[src/hdl/ycr_pkg.sv]
package ycr_pkg;

	// sample and fixed point widths
	localparam int unsigned SAMPLE_W      = 16;
	localparam int unsigned FRACTION_BITS = 16;
	localparam int unsigned COEF_W        = 16;
	localparam int unsigned COEF_SHIFT    = 14;
	localparam int unsigned OUT_W         = 8;
	localparam int unsigned DEPTH_W       = 5;
	localparam int unsigned CFG_IDX_W     = 4;
	localparam int unsigned CFG_DATA_W    = 16;

	// pipeline split
	localparam int unsigned LANE_STAGES = 6;
	localparam int unsigned MTX_STAGES  = 2;
	localparam int unsigned PIPE_STAGES = LANE_STAGES + MTX_STAGES + 1;

	// divider widths: studio numerator, normalize numerator, reciprocals
	localparam int unsigned STU_W = 2 * SAMPLE_W;
	localparam int unsigned NRM_W = SAMPLE_W + FRACTION_BITS;
	localparam int unsigned KS_W  = STU_W + 1;
	localparam int unsigned KN_W  = NRM_W + 1;
	localparam int unsigned QS_W  = SAMPLE_W + 1;
	localparam int unsigned N_W   = FRACTION_BITS + 1;

	// matrix widths
	localparam int unsigned C_W  = N_W + 1;
	localparam int unsigned P_W  = COEF_W + 1 + C_W;
	localparam int unsigned CH_W = P_W + 2;

	typedef logic [PIPE_STAGES-1:0] stage_en_t;

	typedef struct packed {
		logic [SAMPLE_W-1:0] luma;
		logic [SAMPLE_W-1:0] chroma_blue;
		logic [SAMPLE_W-1:0] chroma_red;
	} pix_in_t;

	typedef struct packed {
		logic [OUT_W-1:0] red;
		logic [OUT_W-1:0] green;
		logic [OUT_W-1:0] blue;
	} pix_out_t;

	typedef struct packed {
		logic [DEPTH_W-1:0] sample_depth;
		logic               studio_range;
		logic               identity_mode;
		logic               monochrome;
		logic [COEF_W-1:0]  red_from_cr;
		logic [COEF_W-1:0]  blue_from_cb;
		logic [COEF_W-1:0]  green_from_cr;
		logic [COEF_W-1:0]  green_from_cb;
	} cfg_t;

	typedef enum logic [CFG_IDX_W-1:0] {
		REG_SAMPLE_DEPTH  = 4'd0,
		REG_STUDIO_RANGE  = 4'd1,
		REG_IDENTITY_MODE = 4'd2,
		REG_MONOCHROME    = 4'd3,
		REG_RED_FROM_CR   = 4'd4,
		REG_BLUE_FROM_CB  = 4'd5,
		REG_GREEN_FROM_CR = 4'd6,
		REG_GREEN_FROM_CB = 4'd7
	} cfg_reg_t;

	localparam cfg_t CFG_RESET = '{
		sample_depth:  5'd8,
		studio_range:  1'b0,
		identity_mode: 1'b0,
		monochrome:    1'b0,
		red_from_cr:   16'd25802,
		blue_from_cb:  16'd30402,
		green_from_cr: 16'd7669,
		green_from_cb: 16'd3068
	};

	typedef enum logic [1:0] {
		DEPTH_8,
		DEPTH_10,
		DEPTH_12,
		DEPTH_16
	} depth_sel_t;

	localparam int unsigned DEPTH_BITS [4] = '{8, 10, 12, 16};

	localparam logic [SAMPLE_W-1:0] SAMPLE_MAX [4] = '{
		SAMPLE_W'(255), SAMPLE_W'(1023), SAMPLE_W'(4095), SAMPLE_W'(65535)
	};

	// studio limits, indexed by {depth, chroma}
	localparam int unsigned STU_LO [8] = '{16, 16, 64, 64, 256, 256, 1024, 1024};
	localparam int unsigned STU_DEN [8] = '{219, 224, 876, 896, 3504, 3584, 59136, 60416};

	// exact reciprocals: floor(n / d) = (n * K) >> (width + depth bits)
	localparam logic [KS_W-1:0] STU_RECIP [8] = '{
		KS_W'(((64'd1 << (STU_W + DEPTH_BITS[0])) + 64'(STU_DEN[0]) - 64'd1) / 64'(STU_DEN[0])),
		KS_W'(((64'd1 << (STU_W + DEPTH_BITS[0])) + 64'(STU_DEN[1]) - 64'd1) / 64'(STU_DEN[1])),
		KS_W'(((64'd1 << (STU_W + DEPTH_BITS[1])) + 64'(STU_DEN[2]) - 64'd1) / 64'(STU_DEN[2])),
		KS_W'(((64'd1 << (STU_W + DEPTH_BITS[1])) + 64'(STU_DEN[3]) - 64'd1) / 64'(STU_DEN[3])),
		KS_W'(((64'd1 << (STU_W + DEPTH_BITS[2])) + 64'(STU_DEN[4]) - 64'd1) / 64'(STU_DEN[4])),
		KS_W'(((64'd1 << (STU_W + DEPTH_BITS[2])) + 64'(STU_DEN[5]) - 64'd1) / 64'(STU_DEN[5])),
		KS_W'(((64'd1 << (STU_W + DEPTH_BITS[3])) + 64'(STU_DEN[6]) - 64'd1) / 64'(STU_DEN[6])),
		KS_W'(((64'd1 << (STU_W + DEPTH_BITS[3])) + 64'(STU_DEN[7]) - 64'd1) / 64'(STU_DEN[7]))
	};

	localparam logic [KN_W-1:0] NRM_RECIP [4] = '{
		KN_W'(((64'd1 << (NRM_W + DEPTH_BITS[0])) + 64'(SAMPLE_MAX[0]) - 64'd1)
			/ 64'(SAMPLE_MAX[0])),
		KN_W'(((64'd1 << (NRM_W + DEPTH_BITS[1])) + 64'(SAMPLE_MAX[1]) - 64'd1)
			/ 64'(SAMPLE_MAX[1])),
		KN_W'(((64'd1 << (NRM_W + DEPTH_BITS[2])) + 64'(SAMPLE_MAX[2]) - 64'd1)
			/ 64'(SAMPLE_MAX[2])),
		KN_W'(((64'd1 << (NRM_W + DEPTH_BITS[3])) + 64'(SAMPLE_MAX[3]) - 64'd1)
			/ 64'(SAMPLE_MAX[3]))
	};

	function automatic depth_sel_t depth_sel(logic [DEPTH_W-1:0] depth);
		depth_sel_t sel;
		case (depth)
			5'd10:   sel = DEPTH_10;
			5'd12:   sel = DEPTH_12;
			5'd16:   sel = DEPTH_16;
			default: sel = DEPTH_8;
		endcase
		return sel;
	endfunction

endpackage

[src/hdl/ycr_out.sv]
module ycr_out (
	input  logic                              clk,
	input  logic                              en,
	input  logic signed [ycr_pkg::CH_W-1:0]   red_x,
	input  logic signed [ycr_pkg::CH_W-1:0]   green_x,
	input  logic signed [ycr_pkg::CH_W-1:0]   blue_x,
	output ycr_pkg::pix_out_t                 rgb
);

	localparam logic signed [ycr_pkg::CH_W-1:0] ONE =
		ycr_pkg::CH_W'(1 << ycr_pkg::FRACTION_BITS);
	localparam logic [ycr_pkg::N_W+ycr_pkg::OUT_W-1:0] HALF_LSB =
		(ycr_pkg::N_W + ycr_pkg::OUT_W)'(1 << (ycr_pkg::FRACTION_BITS - 1));

	// clamp to 0..1, then scale by 255 with rounding
	function automatic logic [ycr_pkg::OUT_W-1:0] to8(logic signed [ycr_pkg::CH_W-1:0] x);
		logic [ycr_pkg::N_W-1:0]               c;
		logic [ycr_pkg::N_W+ycr_pkg::OUT_W-1:0] s;
		priority if (x[ycr_pkg::CH_W-1]) begin
			c = '0;
		end else if (x > ONE) begin
			c = ONE[ycr_pkg::N_W-1:0];
		end else begin
			c = x[ycr_pkg::N_W-1:0];
		end
		s = {c, ycr_pkg::OUT_W'(0)} - (ycr_pkg::N_W + ycr_pkg::OUT_W)'(c) + HALF_LSB;
		return s[ycr_pkg::FRACTION_BITS +: ycr_pkg::OUT_W];
	endfunction

	ycr_pkg::pix_out_t rgb_s9;

	always_ff @(posedge clk) begin
		if (en) begin
			rgb_s9.red   <= to8(red_x);
			rgb_s9.green <= to8(green_x);
			rgb_s9.blue  <= to8(blue_x);
		end
	end

	assign rgb = rgb_s9;

endmodule

[config.mk]
export PLATFORM = sky130hd
export DESIGN_NAME = ycr_out
export DESIGN_NICKNAME = d
export VERILOG_FILES = /design/src/hdl/ycr_pkg.sv /design/src/hdl/ycr_out.sv
export SDC_FILE = /design/constraint.sdc
export NUM_CORES = 1
export LEC_CHECK = 0
export ABC_AREA = 1
export ABC_CLOCK_PERIOD_IN_PS = 3850
export BUFFER_PORTS_ARGS = -buffer_cell sky130_fd_sc_hd__buf_2
export CORE_ASPECT_RATIO = 1.2
export CORE_MARGIN = 5
export CORE_UTILIZATION = 55
export DETAILED_ROUTE_END_ITERATION = 8
export GPL_TIMING_DRIVEN = 0
export PLACE_DENSITY = 0.93
export SETUP_SLACK_MARGIN = 0.02
export SYNTH_ARGS = -nofsm -noshare
export SYNTH_HDL_FRONTEND = slang
export SYNTH_SLANG_ARGS = --single-unit
[constraint.sdc]
create_clock -name clk -period 3.85 [get_ports clk]
set_clock_uncertainty 0.15 [all_clocks]
set_input_delay 0 -clock clk [delete_from_list [all_inputs] [get_ports clk]]
set_output_delay 0 -clock clk [all_outputs]
set_load 0.03 [all_outputs]
# After elaboration in Yosys (flattened, before gate mapping)
# Cells that the tools add are included.
dict set report totals {
  in_bits 113
  out_inout_bits 24
  register_bits 24
  wordCells 21
}
dict set report op_classes {
  addsub 6
  muxes 9
  magnitude_cmp 3
}
# cell count
set op_table {}
lappend op_table {{two-way mux 17 bit} 9}
lappend op_table {{greater-than comparator 37 x 18 -> 1 bit, second input constant} 3}
lappend op_table {{adder 24 x 16 -> 24 bit, second input constant} 3}
lappend op_table {{subtractor 24 x 17 -> 24 bit} 3}

# Longest topological paths before layout
# Gate-level depths: netlist of run 1.
dict set report logic_depth {
  depth_word 6
  ltp_mapped 26
  depth_no_buf 25
}

# Worst setup path before layout of run 1
# OpenSTA, ideal clock, no wires.
dict set report synth_path {
  path_kind {input to register}
  start {in green_x[31] in the netlist's numbering}
  end {reg rgb_s9, in the netlist rgb[14] (data pin)}
  path_buffers 1
  required_ps 3448
  cell_stages 20
  t_arrival_ps 2775
  path_slack_ps 673
  setup_time_ps 252
  cell_sequence {or2_1 nor3_2 nand3_1 nand3b_1 nand2_2 buf_6 inv_2 nor2_4 nand2_1 ha_1 ha_1 a21oi_1 o21a_1 inv_1 a21oi_1 inv_1 a221oi_1 nand2_1 nand2_1 nand2_1}
}
dict set report synth_between {
  elab_chain_cells 6
}
# element line_no
set synth_rtl {}
lappend synth_rtl {{start: declaration} ycr_out.sv:5} ;# input logic signed [ycr_pkg::CH_W-1:0] green_x,
lappend synth_rtl {{greater-than comparator 37 x 18 -> 1 bit} ycr_out.sv:21} ;# end else if (x > ONE) begin
lappend synth_rtl {{two-way mux 17 bit} ycr_out.sv:21}
lappend synth_rtl {{two-way mux 17 bit} ycr_out.sv:19} ;# priority if (x[ycr_pkg::CH_W-1]) begin
lappend synth_rtl {{two-way mux 17 bit} ycr_out.sv:33} ;# if (en) begin
lappend synth_rtl {{subtractor 24 x 17 -> 24 bit} ycr_out.sv:26} ;# s = {c, ycr_pkg::OUT_W'(0)} - (ycr_pkg::N_W + ycr_pkg::OUT_W)'(c) + HALF_LSB;
lappend synth_rtl {{adder 24 x 16 -> 24 bit} ycr_out.sv:26}
lappend synth_rtl {{end: declaration} ycr_out.sv:30} ;# ycr_pkg::pix_out_t rgb_s9;
# No other way between the ends. The select of a mux whose other input is x is not followed.
# A chain may end at the register's enable or synchronous reset.

# Final worst setup path of run 1
# Ends and elaborated chain as after synthesis.

==> parameters.txt, run 1 <==
Parameter                              Value

Setup path
  Critical path start-end classification ... in -> reg
  Nature of the critical path endpoint ... register
  Largest driver fanout on the critical path ... 10
  Cell seen most often among critical-path stages ... nand2_1
  Cells along the critical path ... buf_2 -> or2_1 -> nor3_2 -> nand4_1 -> nand2_1 -> inv_2 -> nand2_2 -> buf_6 -> inv_2 -> nor2_4 -> nand2_1 -> ha_1 -> ha_1 -> a21oi_1 -> o21a_1 -> inv_1 -> a21oi_1 -> inv_1 -> a221oi_1 -> nand2_1 -> nand2_1 -> nand2_1
  Cell with the largest stage delay on the worst path ... ha_1
  Required time of the critical path ... 3740 ps
  Arrival time at the worst endpoint ... 3350 ps
  Startpoint Class ... primary input
  Highest cell delay on the worst timing path ... 350 ps

Die
  Total I/O pin count ... 137
  Chip height ... 112 um
  Die ar. ... 10,700 sq um
  Starting density of the core ... 56.2%
  Die Wd ... 95.4 um
  FP Rows ... 37
  Total core area ... 8560 sq um

Global routing
  Routing usage on met2 ... 46.7%
  Met3 track demand over resource in global routing ... 3.22%
  Wire length of the first global-routing pass ... 22.1 mm
  Pin count of the biggest net entering global routing ... 25
  Most utilized layer in the global route result ... met2
  Total Routing Usage GR ... 24.6%
  Antenna violations before repair ... 0
  Gr ovfl total ... 0
  Via count of the first global-routing pass ... 5,420
  Met1 usage ... 27.2%

Layout
  Layout cells sized above 1 ... 17.9%
  Signed area change from the synthesized netlist to the final layout ... 18.6%
  Number of nets in the layout ... 1,117
  Number of diodes added for antenna fixing ... 0
  Filler cells ... 772
  Max FFs per register ... 24

STA
  Max Slew Vio Count ... 0
  Setup TNS ... 0 ps
  Post-layout worst setup margin ... 394 ps
  Unrepaired setup endpoints after global routing ... false
  Highest clock frequency the design can meet ... 289 MHz
  Headroom to the max-slew limit ... 64.7%
  Crit share post-route ... 89.8%
  Hold Vio Cnt, Final ... 0
  Final Critical Period ... 3460 ps
  Slew @ Worst Pin ... 530 ps
  Final setup viols ... 0

Drt
  Total Wirelength ... 13.4 mm
  Via count ... 5,750
  Post-DRT Antenna Nets ... 0
  Final routed wire length divided by cell count ... 12.8 um
  Number of detailed-route iterations in the first pass ... 5
  Vias per std cell ... 5.46
  First-iteration detailed-routing DRC count ... 265
  Remaining DRCs ... 0

Power
  Standby leakage power ... 0.00324 uW
  Cell Pwr Density ... 199 nW/um^2
  VDD IR-drop max ... 0.110 mV

Synth
  Synth async-reset ratio ... 0%
  Leading cell types by total area after synthesis ... ha_1 17%, edfxtp_1 15%, nand2_1 13%, inv_1 9.8%, nor2_1 9.4%
  Post-synth top area share ... 17.4%
  Yosys Warn Count ... 0
  Leading cell type by number of instances after synthesis ... nand2_1
  Nets in the synthesized netlist ... 977
  Library cell with the largest summed area after synthesis ... ha_1
  Synth cell count leaders ... 170 x nand2_1, 126 x inv_1, 120 x nor2_1, 72 x nand3_1, 67 x ha_1
  Post-synth EDFFs ... 24
  Number of distinct library cells after synthesis ... 44
  Synthesized instance count ... 797
  Post-synthesis instance area ... 4810 sq um
  Seq/Total Area, Yosys ... 15.0%
  Synthesized area per cell ... 6.03 sq um
  Most used flip-flop cell after synthesis ... edfxtp_1
  Flops & latches, synth ... 24

Run
  Max-capacitance violation count ... 0

Clocking
  # Post-CTS Setup Buffers ... 0
  Cell at the root of the clock tree ... clkbuf_8
  CTS tree ... built
  Number of sinks driven by the clock tree ... 24
  Clk buf depth ... 2
  Number of buffers added by the clock tree synthesis step ... 3
  H-tree levels ... 1
  CTS clk-pin slew, worst paths ... 90 ps

Hold path
  Worst hold path class ... in -> reg
  Hold Path Cell Cnt ... 1

Placement
  Post-detail-place hpwl ... 11.6 mm
  Count of input and output buffers ... 135
  Gp weighted congestion ... 0.959
  Placement Setup Slack ... 62.4 ps

Run status
  Outcome ... completed
-- through the flow --
stage          cell area [sq um]  cells  hold slack (ps)  power [uW]  utilization, %
6_report                    5700   1053             84.3        1140            66.6
5_1_grt                     5700   1053              114        1220            66.6
4_1_cts                     5700   1053             99.7        1140            66.6
3_5_place_dp                5630   1049              329         913            65.8
3_3_place_gp                5630   1049              328         899            65.8
2_1_floorplan               4810    797            -37.5         730               -
-- critical path: cells and delay by family --
family          cells  cell delay (ps)
fa+ha+maj           2              680
compound gates      4              830
buf+inv             6              480
simple gates       10             1350
-- kinds of logic after synthesis --
group | Yosys count | synth area share, %
and+or+nand+nor | 446 | 40.8
buffers and inverters | 143 | 11.6
AOI/OAI and AO/OA | 109 | 13.7
adders and majority gates | 67 | 17.4
DFF | 24 | 15.0
xor gates and xnor gates | 8 | 1.46
-- report_power, final --
part	internal, uW	total [uW]	switching, uW
Clock	139	222	82.6
Combinational	207	576	370
Sequential	332	339	7.36
Total	677	1140	460
-- worst paths after layout --
path,from,end,slack [ps]
max,green_x[31],rgb[14],390
min,en,rgb[15],80
-- repair_timing --
| action | CTS | global route |
|---|---|---|
| resized for setup | 0 | 1 |
| setup endpoints to repair | 0 | 1 |
| hold buffers | 0 | 0 |
-- layout by cell type, fill, tap and decap left out, types with 19 or more instances in the layout --
cell and n:
nor3_1 29, nand4_1 20, nand2_1 170, nor2_1 120
ha_1 67, edfxtp_1 24, inv_1 126, o211ai_1 19
buf_2 139, a21oi_1 41, o21ai_0 23, nand3_1 72
-- per-layer routing --
layer  wire, um  part of all wire, %
met1       5370                   40
met2       6620                   49
met3       1140                  8.5
met4        312                  2.3
met5          0                    0
-- final cells by class --
cell class | count | area [sq um] | area share, %
multi-input cells | 630 | 3530 | 61.9
flip-flops and latches | 24 | 721 | 12.6
repair buffers | 135 | 676 | 11.8
inverters | 133 | 500 | 8.78
well taps | 117 | 146 | 2.57
plain buffers | 10 | 57.6 | 1.01
clock buffers | 3 | 41.3 | 0.724
clock inverters | 1 | 30.0 | 0.527
No activity file was read; power rests on OpenSTA's default activity.
==> run 2: changes to the inputs <==
- CELL_PAD_IN_SITES_DETAIL_PLACEMENT: not set -> 1
- CELL_PAD_IN_SITES_GLOBAL_PLACEMENT: not set -> 1
- CORE_MARGIN: 5 -> 8
- CORE_UTILIZATION: 55 -> 37
==> run 2 against run 1 <==
Net effect: cell count increased by 4.4%; critical path depth shrank 1; hold slack gained 23 ps; flip-flop and latch count is the same; via count up 2.6%; wire length increased by 26%; count of clock-buffer cells in the layout unchanged; maximum frequency down 1.8%; core utilization decreased by 21 points; global-route usage shrank 4.8 points; critical endpoint unchanged; highest routed layer unchanged.
==> parameters.txt, run 2 (synthesized netlist as in run 1, its figures left out) <==
Parameter                              Value

Run
  Max-capacitance violation count ... 0 (unchanged)

Global routing
  Wire length of the first global-routing pass ... 28.2 mm (+27%)
  Total Routing Usage GR ... 19.8% (-4.8 points)
  Via count of the first global-routing pass ... 6,429 (+19%)
  Gr ovfl total ... 0 (unchanged)
  Antenna violations before repair ... 0 (unchanged)
  Pin count of the biggest net entering global routing ... 25 (unchanged)

Layout
  Area of all placed cells without fillers ... 5780 sq um (+1.4%)
  Signed area change from the synthesized netlist to the final layout ... 20.2%
  Layout cells sized above 1 ... 18.2% (+0.23 points)
  Multi-input gate area in the final layout ... 3550 sq um (+0.53%)
  Most frequent standard cell in the layout excluding fill and tap cells ... nand2_1
  Register area ... 721 sq um (unchanged)
  Number of nets in the layout ... 1,116 (-0.090%)
  Max FFs per register ... 24 (unchanged)
  Number of diodes added for antenna fixing ... 0 (unchanged)
  Commonest non-fill, non-tap cells in the layout ... 170 x nand2_1, 138 x buf_2, 126 x inv_1
  Filler cells ... 1,819 (+140%)

STA
  Highest clock frequency the design can meet ... 284 MHz (-1.8%)
  Crit share post-route ... 91.4% (+1.6 points)
  Headroom to the max-slew limit ... 62.1% (-2.6 points)
  Hold Vio Cnt, Final ... 0 (unchanged)
  Final setup viols ... 0 (unchanged)
  Final Critical Period ... 3520 ps (+63.5 ps)
  Slew @ Worst Pin ... 566 ps (+36.6 ps)
  Max Slew Vio Count ... 0 (unchanged)
  Unrepaired setup endpoints after global routing ... false
  Min Hold Slack ... 107 ps (+22.8 ps)

Die
  Die Wd ... 120 um (+26%)
  FP Rows ... 45 (+22%)
  Chip height ... 141 um (+25%)
  Total I/O pin count ... 137 (unchanged)
  Total core area ... 12,700 sq um (+48%)
  Die ar. ... 16,900 sq um (+58%)
  Starting density of the core ... 38.0% (-18 points)

Drt
  Number of detailed-route iterations in the first pass ... 7 (+2)
  First-iteration detailed-routing DRC count ... 140 (-47%)
  DR top layer ... met4
  Post-DRT Antenna Nets ... 0 (unchanged)
  Via count ... 5,898 (+2.6%)
  Met3 wire length ... 969 um (-15%)
  Routed metal-1 wire length ... 6.97 mm (+30%)
  Vias per std cell ... 5.37 (-1.7%)
  Remaining DRCs ... 0 (unchanged)
  Final routed wire length divided by cell count ... 15.4 um (+21%)
  Total Wirelength ... 17.0 mm (+26%)
  Met2 routed wirelength ... 8.56 mm (+29%)

Setup path
  Largest driver fanout on the critical path ... 10 (unchanged)
  Required time of the critical path ... 3720 ps (-20 ps)
  Nature of the critical path endpoint ... register
  Critical path start-end classification ... in -> reg
  Startpoint Class ... primary input
  Arrival time at the worst endpoint ... 3390 ps (+40 ps)

Clocking
  Number of sinks driven by the clock tree ... 24 (unchanged)
  Clk buf depth ... 2 (unchanged)
  Cell at the root of the clock tree ... clkbuf_16
  CTS tree ... built
  Number of buffers added by the clock tree synthesis step ... 3 (unchanged)
  Quantity of hold-fixing buffers added after cts ... 0 (unchanged)
  CTS clk-pin slew, worst paths ... 60 ps (-30 ps)
  H-tree levels ... 1 (unchanged)

Hold path
  Worst hold path class ... in -> reg

Power
  Standby leakage power ... 0.00324 uW (about the same)
  VDD IR-drop max ... 0.146 mV (+32%)
  Cell Pwr Density ... 203 nW/um^2 (+1.8%)

Placement
  Gp weighted congestion ... 0.917 (-4.3%)
  Count of input and output buffers ... 135 (unchanged)
  Post-detail-place hpwl ... 15.2 mm (+30%)
  Placed Instance Area ... 5690 sq um (+1.0%)

Run status
  Outcome ... completed
[run 2: worst paths after layout]
kind,cells after the start,startpoint,end,slack (ps)
worst max-delay path,21,green_x[31],rgb[14],330
worst min-delay path,1,en,rgb[20],110
[run 2: report_power, final]
group / internal, uW / switching, uW / leakage (uW) / total, uW
Sequential: 333 / 9.01 / 0.000235 / 342
Clock: 139 / 92.7 / 0.0000385 / 232
Combinational: 208 / 393 / 0.00297 / 600
[run 2: cell type report]
cell class	count	share of cell area, %
Buffer	9	0.909
Clock buffer	3	1.30
Clock inverter	1	0.0649
Inverter	133	8.65
Multi-Input combinational cell	630	61.4
Sequential cell	24	12.5
Tap cell	164	3.55
Timing Repair Buffer	135	11.7
[run 2: worst max-delay path, stage by stage]
cell and delay (ps):
buf_2 90, or2_1 230, nor3_2 220, nand3_1 90
nand3b_1 180, nand2_2 170, buf_6 170, inv_2 70
nor2_4 210, nand2_1 170, ha_1 330, ha_1 340
a21oi_1 240, o21a_1 170, inv_1 60, a21oi_1 110
inv_1 70, a221oi_2 270, nand2_1 100, nand2_1 60
nand2_1 60
[run 2: metrics by stage]
stage	setup TNS [ps]	total power, uW	setup WS, ps	util, %	instances
2_1_floorplan	0	730	673	-	797
3_3_place_gp	0	918	8.99	44.9	1096
3_5_place_dp	-4.15	943	-4.15	44.9	1096
4_1_cts	0	1180	242	45.5	1100
5_1_grt	0	1260	48.7	45.6	1099
6_report	0	1170	330	45.6	1099
[run 2: layer usage]
| metal | global-route usage (%) | vias to the layer above |
|---|---|---|
| met2 | 37.5 | 181 |
| met5 | 0 | - |
| met3 | 3.64 | 36 |
| li1 | - | 2945 |
| met4 | 8.30 | 0 |
| met1 | 20.7 | 2736 |
[run 2: timing repair]
item                                    CTS  global route
hold endpoints to repair                  0             0
resized for setup                         0             5
buffers inserted                          0             0
endpoints found under the setup margin    0             5
